<file path="config.mk">
export PLATFORM = sky130hd
export DESIGN_NAME = escaped_frame_receiver_unit
export DESIGN_NICKNAME = d
export VERILOG_FILES = /design/src/hw/rtl/efr_pkg.sv /design/src/hw/rtl/efr_in_stage.sv /design/src/hw/rtl/efr_frame_core.sv /design/src/hw/rtl/escaped_frame_receiver_unit.sv
export SDC_FILE = /design/constraint.sdc
export NUM_CORES = 1
export LEC_CHECK = 0
export ABC_CLOCK_PERIOD_IN_PS = 4850
export BUFFER_PORTS_ARGS = -buffer_cell sky130_fd_sc_hd__buf_4
export CORE_ASPECT_RATIO = 0.5
export CORE_UTILIZATION = 50
export CTS_BUF_LIST = sky130_fd_sc_hd__clkbuf_2 sky130_fd_sc_hd__clkbuf_4 sky130_fd_sc_hd__clkbuf_8
export DETAILED_ROUTE_END_ITERATION = 16
export GPL_TIMING_DRIVEN = 0
export PLACE_DENSITY = 0.8
export SLEW_MARGIN = 20
export SYNTH_ARGS = -nofsm -noshare
export SYNTH_HDL_FRONTEND = slang
export SYNTH_HIERARCHICAL = 1
export SYNTH_SLANG_ARGS = --single-unit
</file>
<file path="constraint.sdc">
create_clock -name clk -period 4.85 [get_ports clk]
set_input_delay 0.97 -clock clk [delete_from_list [all_inputs] [get_ports clk]]
set_output_delay 0.97 -clock clk [all_outputs]
set_load 0.1 [all_outputs]
</file>
<file path="src/hw/rtl/efr_pkg.sv">
`default_nettype none

package efr_pkg;

    localparam logic [7:0] HEAD_BYTE   = 8'h7E;
    localparam logic [7:0] TAIL_BYTE   = 8'hE7;
    localparam logic [7:0] ESC_BYTE    = 8'h1B;
    localparam logic [7:0] ESC_HEAD    = 8'hEA;
    localparam logic [7:0] ESC_TAIL    = 8'hEB;
    localparam logic [7:0] ESC_ESC     = 8'h00;
    localparam logic [7:0] CMD_CAMERA  = 8'h00;
    localparam logic [7:0] CMD_SUCCESS = 8'h2C;
    localparam logic [7:0] CMD_FAILURE = 8'h29;
    localparam logic [7:0] CMD_READY   = 8'h3C;

    typedef enum logic [3:0] {
        EV_RELEASE_READY      = 4'd0,
        EV_CAPTURE_CONFIRMED  = 4'd1,
        EV_ACK_REQUEST        = 4'd2,
        EV_ROTATION_FAILED    = 4'd3,
        EV_SUCCESS_NO_PENDING = 4'd4,
        EV_BAD_ESCAPE         = 4'd5,
        EV_OVERFLOW           = 4'd6,
        EV_RESTART            = 4'd7,
        EV_TOO_SHORT          = 4'd8,
        EV_CHECKSUM_BAD       = 4'd9,
        EV_BAD_SIZE_CMD       = 4'd10,
        EV_SHORT_OTHER_CMD    = 4'd11
    } event_kind_t;

    typedef struct packed {
        logic        valid;
        event_kind_t kind;
        logic [15:0] frame_sequence;
        logic [7:0]  gripper_number;
        logic        replaced_pending;
    } efr_result_t;

endpackage

`default_nettype wire

</file>
<file path="src/hw/rtl/efr_in_stage.sv">
`default_nettype none

module efr_in_stage (
    input  wire logic       clk,
    input  wire logic       rst_n,
    input  wire logic       s_tvalid,
    output logic            s_tready,
    input  wire logic [7:0] s_tdata,   // [7:0] rx_byte
    input  wire logic       take,
    output logic            item_valid,
    output logic [7:0]      item_byte
);

    logic       in_valid_reg;
    logic       in_valid_next;
    logic [7:0] in_byte_reg;

    assign s_tready      = !in_valid_reg || take;
    assign in_valid_next = s_tready ? s_tvalid : in_valid_reg;
    assign item_valid    = in_valid_reg;
    assign item_byte     = in_byte_reg;

    always_ff @(posedge clk or negedge rst_n)
    begin
        if (!rst_n)
        begin
            in_valid_reg <= 1'b0;
        end
        else
        begin
            in_valid_reg <= in_valid_next;
        end
    end

    always_ff @(posedge clk)
    begin
        if (s_tready && s_tvalid)
        begin
            in_byte_reg <= s_tdata;
        end
    end

endmodule

`default_nettype wire

</file>
<file path="src/hw/rtl/efr_frame_core.sv">
`default_nettype none

module efr_frame_core #(
    parameter int MAX_FRAME_BYTES = 256
) (
    input  wire logic         clk,
    input  wire logic         rst_n,
    input  wire logic         fire,
    input  wire logic [7:0]   rx_byte,
    output efr_pkg::efr_result_t res
);

    localparam int CW = $clog2(MAX_FRAME_BYTES + 1);

    logic          inside_reg,  inside_next;
    logic          esc_reg,     esc_next;
    logic [CW-1:0] count_reg,   count_next;
    logic [7:0]    sum_reg,     sum_next;
    logic [7:0]    last_reg,    last_next;
    logic          pend_reg,    pend_next;
    logic [15:0]   pseq_reg,    pseq_next;
    logic [7:0]    pgrip_reg,   pgrip_next;
    logic [7:0]    hdr_reg [4];
    logic          hdr_we;

    logic [7:0]    app_byte;
    logic          do_append;
    logic [7:0]    dec_byte;
    logic          dec_ok;
    logic [7:0]    cmd;
    logic          is_short;
    logic          is_camera;

    always_comb
    begin
        dec_ok   = 1'b1;
        dec_byte = efr_pkg::HEAD_BYTE;
        case (rx_byte)
            efr_pkg::ESC_HEAD: dec_byte = efr_pkg::HEAD_BYTE;
            efr_pkg::ESC_TAIL: dec_byte = efr_pkg::TAIL_BYTE;
            efr_pkg::ESC_ESC:  dec_byte = efr_pkg::ESC_BYTE;
            default:           dec_ok   = 1'b0;
        endcase
    end

    assign cmd       = hdr_reg[3];
    assign is_short  = (count_reg == CW'(5));
    assign is_camera = (count_reg == CW'(8)) && (cmd == efr_pkg::CMD_CAMERA);

    always_comb
    begin
        inside_next = inside_reg;
        esc_next    = esc_reg;
        count_next  = count_reg;
        sum_next    = sum_reg;
        last_next   = last_reg;
        pend_next   = pend_reg;
        pseq_next   = pseq_reg;
        pgrip_next  = pgrip_reg;
        do_append   = 1'b0;
        app_byte    = rx_byte;
        res         = '0;

        if (!inside_reg)
        begin
            if (rx_byte == efr_pkg::HEAD_BYTE)
            begin
                inside_next = 1'b1;
                esc_next    = 1'b0;
                count_next  = '0;
                sum_next    = '0;
                last_next   = '0;
            end
        end
        else if (esc_reg)
        begin
            esc_next = 1'b0;
            if (dec_ok)
            begin
                do_append = 1'b1;
                app_byte  = dec_byte;
            end
            else
            begin
                inside_next = 1'b0;
                count_next  = '0;
                sum_next    = '0;
                last_next   = '0;
                res.valid   = 1'b1;
                res.kind    = efr_pkg::EV_BAD_ESCAPE;
            end
        end
        else if (rx_byte == efr_pkg::ESC_BYTE)
        begin
            esc_next = 1'b1;
        end
        else if (rx_byte == efr_pkg::TAIL_BYTE)
        begin
            inside_next = 1'b0;
            count_next  = '0;
            sum_next    = '0;
            last_next   = '0;
            res.valid   = 1'b1;
            if (count_reg < CW'(5))
            begin
                res.kind = efr_pkg::EV_TOO_SHORT;
            end
            // checksum byte is the last one; the rest must sum to it
            else if (8'(sum_reg - last_reg) != last_reg)
            begin
                res.kind = efr_pkg::EV_CHECKSUM_BAD;
            end
            else if (!is_short && !is_camera)
            begin
                res.kind = efr_pkg::EV_BAD_SIZE_CMD;
            end
            else if (cmd == efr_pkg::CMD_READY)
            begin
                res.kind = efr_pkg::EV_RELEASE_READY;
            end
            else if (cmd == efr_pkg::CMD_SUCCESS)
            begin
                if (!pend_reg)
                begin
                    res.kind = efr_pkg::EV_SUCCESS_NO_PENDING;
                end
                else
                begin
                    pend_next          = 1'b0;
                    res.kind           = efr_pkg::EV_CAPTURE_CONFIRMED;
                    res.frame_sequence = pseq_reg;
                    res.gripper_number = pgrip_reg;
                end
            end
            else if (cmd == efr_pkg::CMD_FAILURE)
            begin
                pend_next = 1'b0;
                res.kind  = efr_pkg::EV_ROTATION_FAILED;
            end
            else if (!is_camera)
            begin
                res.kind = efr_pkg::EV_SHORT_OTHER_CMD;
            end
            else
            begin
                pend_next            = 1'b1;
                pseq_next            = {hdr_reg[0], hdr_reg[1]};
                pgrip_next           = hdr_reg[2];
                res.kind             = efr_pkg::EV_ACK_REQUEST;
                res.frame_sequence   = {hdr_reg[0], hdr_reg[1]};
                res.gripper_number   = hdr_reg[2];
                res.replaced_pending = pend_reg;
            end
        end
        else if (rx_byte == efr_pkg::HEAD_BYTE)
        begin
            count_next = '0;
            sum_next   = '0;
            last_next  = '0;
            res.valid  = 1'b1;
            res.kind   = efr_pkg::EV_RESTART;
        end
        else
        begin
            do_append = 1'b1;
        end

        if (do_append)
        begin
            if (count_reg == CW'(MAX_FRAME_BYTES))
            begin
                inside_next = 1'b0;
                count_next  = '0;
                sum_next    = '0;
                last_next   = '0;
                res.valid   = 1'b1;
                res.kind    = efr_pkg::EV_OVERFLOW;
            end
            else
            begin
                count_next = count_reg + CW'(1);
                sum_next   = sum_reg + app_byte;
                last_next  = app_byte;
            end
        end
    end

    assign hdr_we = fire && do_append && (count_reg < CW'(4));

    always_ff @(posedge clk or negedge rst_n)
    begin
        if (!rst_n)
        begin
            inside_reg <= 1'b0;
            esc_reg    <= 1'b0;
            count_reg  <= '0;
            sum_reg    <= '0;
            last_reg   <= '0;
            pend_reg   <= 1'b0;
            pseq_reg   <= '0;
            pgrip_reg  <= '0;
        end
        else if (fire)
        begin
            inside_reg <= inside_next;
            esc_reg    <= esc_next;
            count_reg  <= count_next;
            sum_reg    <= sum_next;
            last_reg   <= last_next;
            pend_reg   <= pend_next;
            pseq_reg   <= pseq_next;
            pgrip_reg  <= pgrip_next;
        end
    end

    always_ff @(posedge clk)
    begin
        if (hdr_we)
        begin
            hdr_reg[count_reg[1:0]] <= app_byte;
        end
    end

endmodule

`default_nettype wire

</file>
<file path="src/hw/rtl/escaped_frame_receiver_unit.sv">
// Path: an accepted byte is held in the input stage register, and its result is then registered
// in the output register that drives m_tvalid; a stalled result can hold the byte in between.
// Throughput: one byte per cycle, set by the frame state update; a result held by m_tready low
// stalls the input. Bytes that cause no result also advance at that rate.
// Reset: rst_n asynchronous active low; clears frame and pending state and both valid flags.
`default_nettype none

module escaped_frame_receiver_unit #(
    parameter int MAX_FRAME_BYTES = 256
) (
    input  wire logic        clk,
    input  wire logic        rst_n,
    input  wire logic        s_tvalid,
    output logic             s_tready,
    input  wire logic [7:0]  s_tdata,   // [7:0] rx_byte
    output logic             m_tvalid,
    input  wire logic        m_tready,
    output logic [31:0]      m_tdata,   // [15:0] frame_sequence, [23:16] gripper_number,
                                        // [24] replaced_pending, [31:25] zero
    output logic [3:0]       m_tuser    // [3:0] event_kind
);

    logic                 item_valid;
    logic [7:0]           item_byte;
    logic                 out_free;
    logic                 fire;
    efr_pkg::efr_result_t res;

    logic                 out_valid_reg;
    logic                 out_valid_next;
    efr_pkg::efr_result_t out_reg;

    assign out_free = !out_valid_reg || m_tready;
    assign fire     = item_valid && out_free;

    efr_in_stage u_in (
        .clk        (clk),
        .rst_n      (rst_n),
        .s_tvalid   (s_tvalid),
        .s_tready   (s_tready),
        .s_tdata    (s_tdata),
        .take       (fire),
        .item_valid (item_valid),
        .item_byte  (item_byte)
    );

    efr_frame_core #(
        .MAX_FRAME_BYTES (MAX_FRAME_BYTES)
    ) u_core (
        .clk     (clk),
        .rst_n   (rst_n),
        .fire    (fire),
        .rx_byte (item_byte),
        .res     (res)
    );

    assign out_valid_next = out_free ? (fire && res.valid) : out_valid_reg;

    always_ff @(posedge clk or negedge rst_n)
    begin
        if (!rst_n)
        begin
            out_valid_reg <= 1'b0;
        end
        else
        begin
            out_valid_reg <= out_valid_next;
        end
    end

    always_ff @(posedge clk)
    begin
        if (fire && res.valid)
        begin
            out_reg <= res;
        end
    end

    assign m_tvalid = out_valid_reg;
    assign m_tuser  = out_reg.kind;
    assign m_tdata  = {7'd0, out_reg.replaced_pending, out_reg.gripper_number,
                       out_reg.frame_sequence};

endmodule

`default_nettype wire

</file>
### Yosys cells after proc, flatten, opt, wreduce, memory -nomap -nowiden

Memory sizes are Yosys's and may differ from the RTL's.
Index checks and enable logic that the tools add are counted.

| word-level totals | value |
|---|---|
| register bits | 91 |
| memory bits (writable) | 32 |
| input bits | 12 |
| word-level logic and storage cells | 154 |
| memories | 1 |

Memories:

| name | words | width | rd ports | clocked after memory_dff | write ports | line | RTL |
|---|---|---|---|---|---|---|---|
| u_core.hdr_reg | 4 | 8 | 4 | 0 | 1 | efr_frame_core.sv:23 | `logic [7:0] hdr_reg [4];` |

| operators by class | value |
|---|---|
| add/sub/neg operators | 3 |
| $lt $le $gt $ge | 2 |
| equal/unequal tests | 14 |
| muxes and demuxes | 85 |
| bitwise operators | 10 |
| reductions and logical operators | 24 |

Operators with widths:

| kind | number |
|---|---|
| 2-to-1 mux 25 bit | 17 |
| 2-to-1 mux 8 bit | 18 |
| 2-to-1 mux 9 bit | 8 |
| 2-to-1 mux 30 bit | 2 |
| 2-to-1 mux 5 bit | 6 |
| 2-to-1 mux 28 bit | 1 |
| == test 8 x 6 -> 1 bit (second input constant) | 3 |
| == test 8 bit (second input constant) | 3 |
| 2-to-1 mux 1 bit | 24 |
| 2-to-1 mux 24 bit | 1 |
| 2-to-1 mux 4 bit | 6 |
| less-than comparator 9 x 3 -> 1 bit (second input constant) | 2 |
| zero test 8 bit | 2 |
| case mux 8 bit (2 select lines) | 1 |
| AND reduction 12 bit | 1 |
| NOT 1 bit | 10 |
| AND reduction 10 bit | 1 |
| adder 9 x 1 -> 9 bit (second input constant) | 1 |
| == test 9 x 3 -> 1 bit (second input constant) | 1 |
| == test 9 x 4 -> 1 bit (second input constant) | 1 |
| == test 9 bit (second input constant) | 1 |
| OR reduction 9 bit | 1 |
| adder 8 bit | 1 |
| == test 8 x 5 -> 1 bit (second input constant) | 1 |
| 14 further kinds | 25 |

### Logic depth before layout (Yosys ltp)

An unclocked memory read counts as a cell.

| logic depth | value |
|---|---|
| depth after elaboration | 26 |
| mapped depth | 14 |
| gate-level depth less buffers | 14 |

### Cells and area by module

The synthesis kept the hierarchy.

By module, submodules not included:

| module | times used | cells each | area each (um^2) | seq. area each (um^2) |
|---|---|---|---|---|
| efr_frame_core | 1 | 448 | 4682.0 | 2237.1 |
| escaped_frame_receiver_unit | 1 | 43 | 996.0 | 895.9 |
| efr_in_stage | 1 | 12 | 294.0 | 265.3 |

### Worst setup path after synthesis

OpenSTA, ideal clock, no wires.

| path | value |
|---|---|
| path type | reg2reg |
| start | register u_core.last_reg[0] |
| end | register u_core.pgrip_reg[0], read port of u_core.hdr_reg |
| setup time | 0.125 ns |
| arrival | 2.784 ns |
| slack | 1.941 ns |
| stages on the path, launching flop included | 10 |
| path buffers | 1 |
| cell sequence | dfrtp_1 -> ha_1 -> fa_1 -> xnor2_1 -> a2111oi_2 -> nand4bb_1 -> nor4_4 -> nand4_4 -> buf_6 -> mux2_4 |

| on the way | value |
|---|---|
| cells in the longest elaborated chain, start to end | 4 |

Ends and longest elaborated chain:

| what | line | RTL |
|---|---|---|
| start, declared | efr_frame_core.sv:19 | `logic [7:0] last_reg, last_next;` |
| start signal, assigned | efr_frame_core.sv:209 | `last_reg <= last_next;` |
| subtractor 8 bit | efr_frame_core.sv:109 | `else if (8'(sum_reg - last_reg) != last_reg)` |
| != test 8 bit * | efr_frame_core.sv:109 |  |
| NOT 1 bit (no source line) * | n/a |  |
| AND reduction 12 bit (no source line) * | n/a |  |
| end, declared | efr_frame_core.sv:22 | `logic [7:0] pgrip_reg, pgrip_next;` |

Every way passes the cells marked *; elsewhere a longest branch is shown, timed or not.
A chain may end at the register's enable or synchronous reset.

### Final worst setup path

| path | value |
|---|---|
| start | register u_in.in_byte_reg[5], in the netlist u_in/item_byte[5] |
| end | register u_core.sum_reg[7] |

| on the way | value |
|---|---|
| cells in the longest elaborated chain, start to end | 9 |

Ends and longest elaborated chain:

| what | line | RTL |
|---|---|---|
| start, declared | efr_in_stage.sv:16 | `logic [7:0] in_byte_reg;` |
| start signal, assigned | efr_in_stage.sv:39 | `in_byte_reg <= s_tdata;` |
| == test 8 bit or zero test 8 bit (tied branches) | efr_frame_core.sv:38 | `case (rx_byte)` |
| OR reduction 3 bit (no source line) | n/a |  |
| 2-to-1 mux 1 bit | efr_frame_core.sv:38 |  |
| 2-to-1 mux 8 bit * | efr_frame_core.sv:78 | `if (dec_ok)` |
| 2-to-1 mux 8 bit * | efr_frame_core.sv:75 | `else if (esc_reg)` |
| 2-to-1 mux 8 bit * | efr_frame_core.sv:64 | `if (!inside_reg)` |
| via u_core.app_byte[4] | efr_frame_core.sv:26 | `logic [7:0] app_byte;` |
| adder 8 bit * | efr_frame_core.sv:182 | `sum_next = sum_reg + app_byte;` |
| 2-to-1 mux 8 bit * | efr_frame_core.sv:170 | `if (count_reg == CW'(MAX_FRAME_BYTES))` |
| 2-to-1 mux 8 bit * | efr_frame_core.sv:168 | `if (do_append)` |
| end signal, assigned | efr_frame_core.sv:208 | `sum_reg <= sum_next;` |
| end, declared | efr_frame_core.sv:18 | `logic [7:0] sum_reg, sum_next;` |

The timed path passes the listed nets; every way through them passes the cells marked *. The select of a mux whose other input is x is not followed.

==> flow_summary.ini <==
[clock_network]
clk_pin_slew_ns = 0.07
clock_path_buffers = 2
numCtsBuffers = 17
cts_setup_buffers = 0
cts_sinks = 122
cts_tree = built
cts_resized = 0
htree_levels = 4
clock_latency_ns = 0.43
postCtsHoldBufs = 0
cts-root-buf = clkbuf_8

[worst_setup_path]
critical_path_required_ns = 5.17
crit_arrival_ns = 3.83
crit_start = u_in/item_byte[5]$_DFFE_PP_
path_max_fanout = 6
path_class = reg -> reg
timing.rr.start = u_in/item_byte[5]$_DFFE_PP_
cpPeakStageDelay_ns = 0.48
startpoint_type = register
r2r_end = u_core/sum_reg[7]$_DFFE_PN0P_
cpMostUsedCell = o21a_1
endpoint = u_core/sum_reg[7]$_DFFE_PN0P_
end_kind = register
r2r_setup_slack_ns = 1.34
path_cells = nor4_1 -> and2_1 -> o21a_1 -> o21a_1 -> ha_1 -> nand3_1 -> o211ai_1 -> o41ai_1 -> xnor2_1 -> o21ai_0 -> a22o_1
reg2reg_depth = 11
cp_slowest_cell = edfxtp_1

[drt]
firstDrtPassIters = 5
vias = 4125
drtIter0Drc = 310
ant_nets = 0
drc_errors = 0
viasPerCell = 5.559
post_drt_wl_per_cell_um = 16.53
totalWireLength_mm = 12.27

[place]
place.gp.congestion = 0.9044
dp_hpwl_mm = 8.448
io_buffer_count = 42

[sta]
relSlewSlack = 0.3040
period_minus_slack_ns = 3.505
slew_violations = 0
rsz0062_at_grt = false
finClkSkew_ns = 0.01150
whs_ns = 0.5100
setup_violations = 0
worstMarginPinSlew_ns = 1.033
fin_crit_sh = 0.7227
max_freq_mhz = 285.3
setup_tns_ns = 0
finalHoldViolations = 0

[cells_and_area]
syn2layout_area_growth_pct = 15.29
num_antenna_cells = 0
largest_reg_flops = 32
layout-drive-gt1-share = 0.2024
nNetsFinal = 602
finalCoreUtilization = 0.6084
nFillCells = 876

[synthesis]
synth_flop_cell = edfxtp_1
ys_seq_elements = 122
ys_top_cells_by_area = edfxtp_1 35%, dfrtp_1 22%, mux2_4 4.8%
synthTopCellsByCount = 69 x edfxtp_1, 53 x dfrtp_1, 53 x nor2_1
synth_top_area_share = 0.3470
seq_area_frac_synth = 0.5690
synth_cell_type_count = 60
synth-edff-count = 69
synth-async-reset-ratio = 0.4344
syn_inst = 503
yosysTopAreaCell = edfxtp_1
syn_avg_cell_area_sq_um = 11.87
yosysMostFrequentCell = edfxtp_1
synth_warnings = 6
syn-cell-area_sq_um = 5972

[power_and_ir_drop]
p_total_mw = 3.108
p_leak_nw = 2.728
p_per_area_nw_per_um2 = 451.4
ir_drop_mv = 0.2046

[floorplan]
row_count = 27
start_util = 0.5277
core_area_sq_um = 11320
num_io_pins = 50
die_w_um = 156.6
die-area_sq_um = 12410
die_h_um = 79.28

[global_routing]
grt_start_max_net_pins = 54
gr-total-overflow = 0
grt_usage = 0.2134
grt_pass1_wl_mm = 19.78
grt_pass1_vias = 3890
antenna_found_initial = 0

[flow_run]
maxCapViolCount = 0

[run_status]
status = complete, no violations

[min_path]
hold_class = reg -> reg
through the flow:
step / instances / cell area (sq um) / setup slack (ns)
after floorplan: 509 / 5995 / 1.941
after global placement: 710 / 6509 / 1.446
after detailed placement: 710 / 6509 / 1.385
after CTS: 742 / 6885 / 1.362
after global routing: 742 / 6885 / 1.127
final: 742 / 6885 / 1.345
per-layer routing:
metal,global-route usage,wire length (um),up-vias
li1,-,-,1975
met1,0.2989,5868,1997
met2,0.3228,5471,141
met3,0.06332,809,12
met4,0.05784,117,0
met5,0,0,-
logic make-up (layout without fill, tap and decap cells):
| logic type | after synthesis | after routing | synth area share |
|---|---|---|---|
| simple gates | 168 | 168 | 0.1488 |
| flops | 122 | 122 | 0.5690 |
| compound gates | 110 | 110 | 0.1240 |
| buf+inv | 43 | 117 | 0.03394 |
| mux | 24 | 24 | 0.05720 |
| fa+ha+maj | 20 | 20 | 0.04442 |
| xor+xnor | 15 | 15 | 0.02200 |
| other cells | 1 | 7 | 0.0006279 |
placed cells by master (no fill, tap or decap), types with 3 or more instances in the layout:
cell type | synthesis | routed
mux2_2 | 5 | 5
a21o_1 | 5 | 5
clkinvlp_4 | 0 | 4
o21ai_0 | 23 | 23
nor3_1 | 8 | 8
nor4_1 | 4 | 4
buf_4 | 7 | 49
dfrtp_1 | 53 | 53
conb_1 | 1 | 7
a22oi_1 | 24 | 24
and2_1 | 8 | 8
inv_1 | 18 | 18
nor2_1 | 53 | 53
xor2_1 | 5 | 5
a21oi_1 | 20 | 20
clkbuf_8 | 0 | 17
nand3b_1 | 3 | 3
nand4b_1 | 3 | 3
mux2_4 | 19 | 19
inv_6 | 0 | 7
nand2b_1 | 8 | 8
a22o_1 | 8 | 8
edfxtp_1 | 69 | 69
xnor2_1 | 10 | 10
a31oi_1 | 7 | 7
nand2_1 | 36 | 36
or3_1 | 4 | 4
ha_1 | 18 | 18
o21a_1 | 6 | 6
nand3_1 | 15 | 15
nor2b_1 | 5 | 5
clkbuf_1 | 15 | 15
and3_1 | 5 | 5
how the worst min path moves through the flow:
stage                               startpoint                              end  slack [ns]  cells after the start
6_report        u_core/pseq_reg[6]$_DFFE_PN0P_   u_core/pseq_reg[6]$_DFFE_PN0P_        0.51                      1
3_5_place_dp   u_core/pgrip_reg[1]$_DFFE_PN0P_  u_core/pgrip_reg[1]$_DFFE_PN0P_        0.49                      1
2_1_floorplan  u_core/count_reg[7]$_DFFE_PN0P_  u_core/count_reg[7]$_DFFE_PN0P_        0.47                      1
3_3_place_gp    u_core/pseq_reg[8]$_DFFE_PN0P_   u_core/pseq_reg[8]$_DFFE_PN0P_        0.49                      1
4_1_cts        u_core/count_reg[7]$_DFFE_PN0P_  u_core/count_reg[7]$_DFFE_PN0P_        0.51                      1
5_1_grt         u_core/pseq_reg[1]$_DFFE_PN0P_   u_core/pseq_reg[1]$_DFFE_PN0P_        0.53                      1
worst max-delay path: cells and delay by family (launching register included):
family | cells | cell delay (ns)
AND/OR/NAND/NOR | 3 | 0.91
AO/OA/AOI/OAI | 6 | 1.44
XOR/XNOR | 1 | 0.19
adder cells (fa/ha/maj) | 1 | 0.38
flip-flops | 1 | 0.48
report_power, final:
group / switching (mW) / total (mW) / internal (mW)
Sequential: 0.107 / 1.29 / 1.19
Combinational: 0.543 / 0.953 / 0.411
Clock: 0.440 / 0.861 / 0.421
Total: 1.09 / 3.11 / 2.02
final cells by class:
| type | count | area, sq um | area share |
|---|---|---|---|
| multi-input cells | 344 | 2394 | 0.3476 |
| flip-flops and latches | 122 | 3398 | 0.4935 |
| clock inverters | 14 | 135.1 | 0.01963 |
| inverters | 18 | 67.56 | 0.009813 |
| clock buffers | 18 | 241.5 | 0.03507 |
| repair buffers | 42 | 315.3 | 0.04579 |
| plain buffers | 25 | 135.1 | 0.01963 |
| well taps | 159 | 198.9 | 0.02889 |
Power figures use the tool's default switching activity.
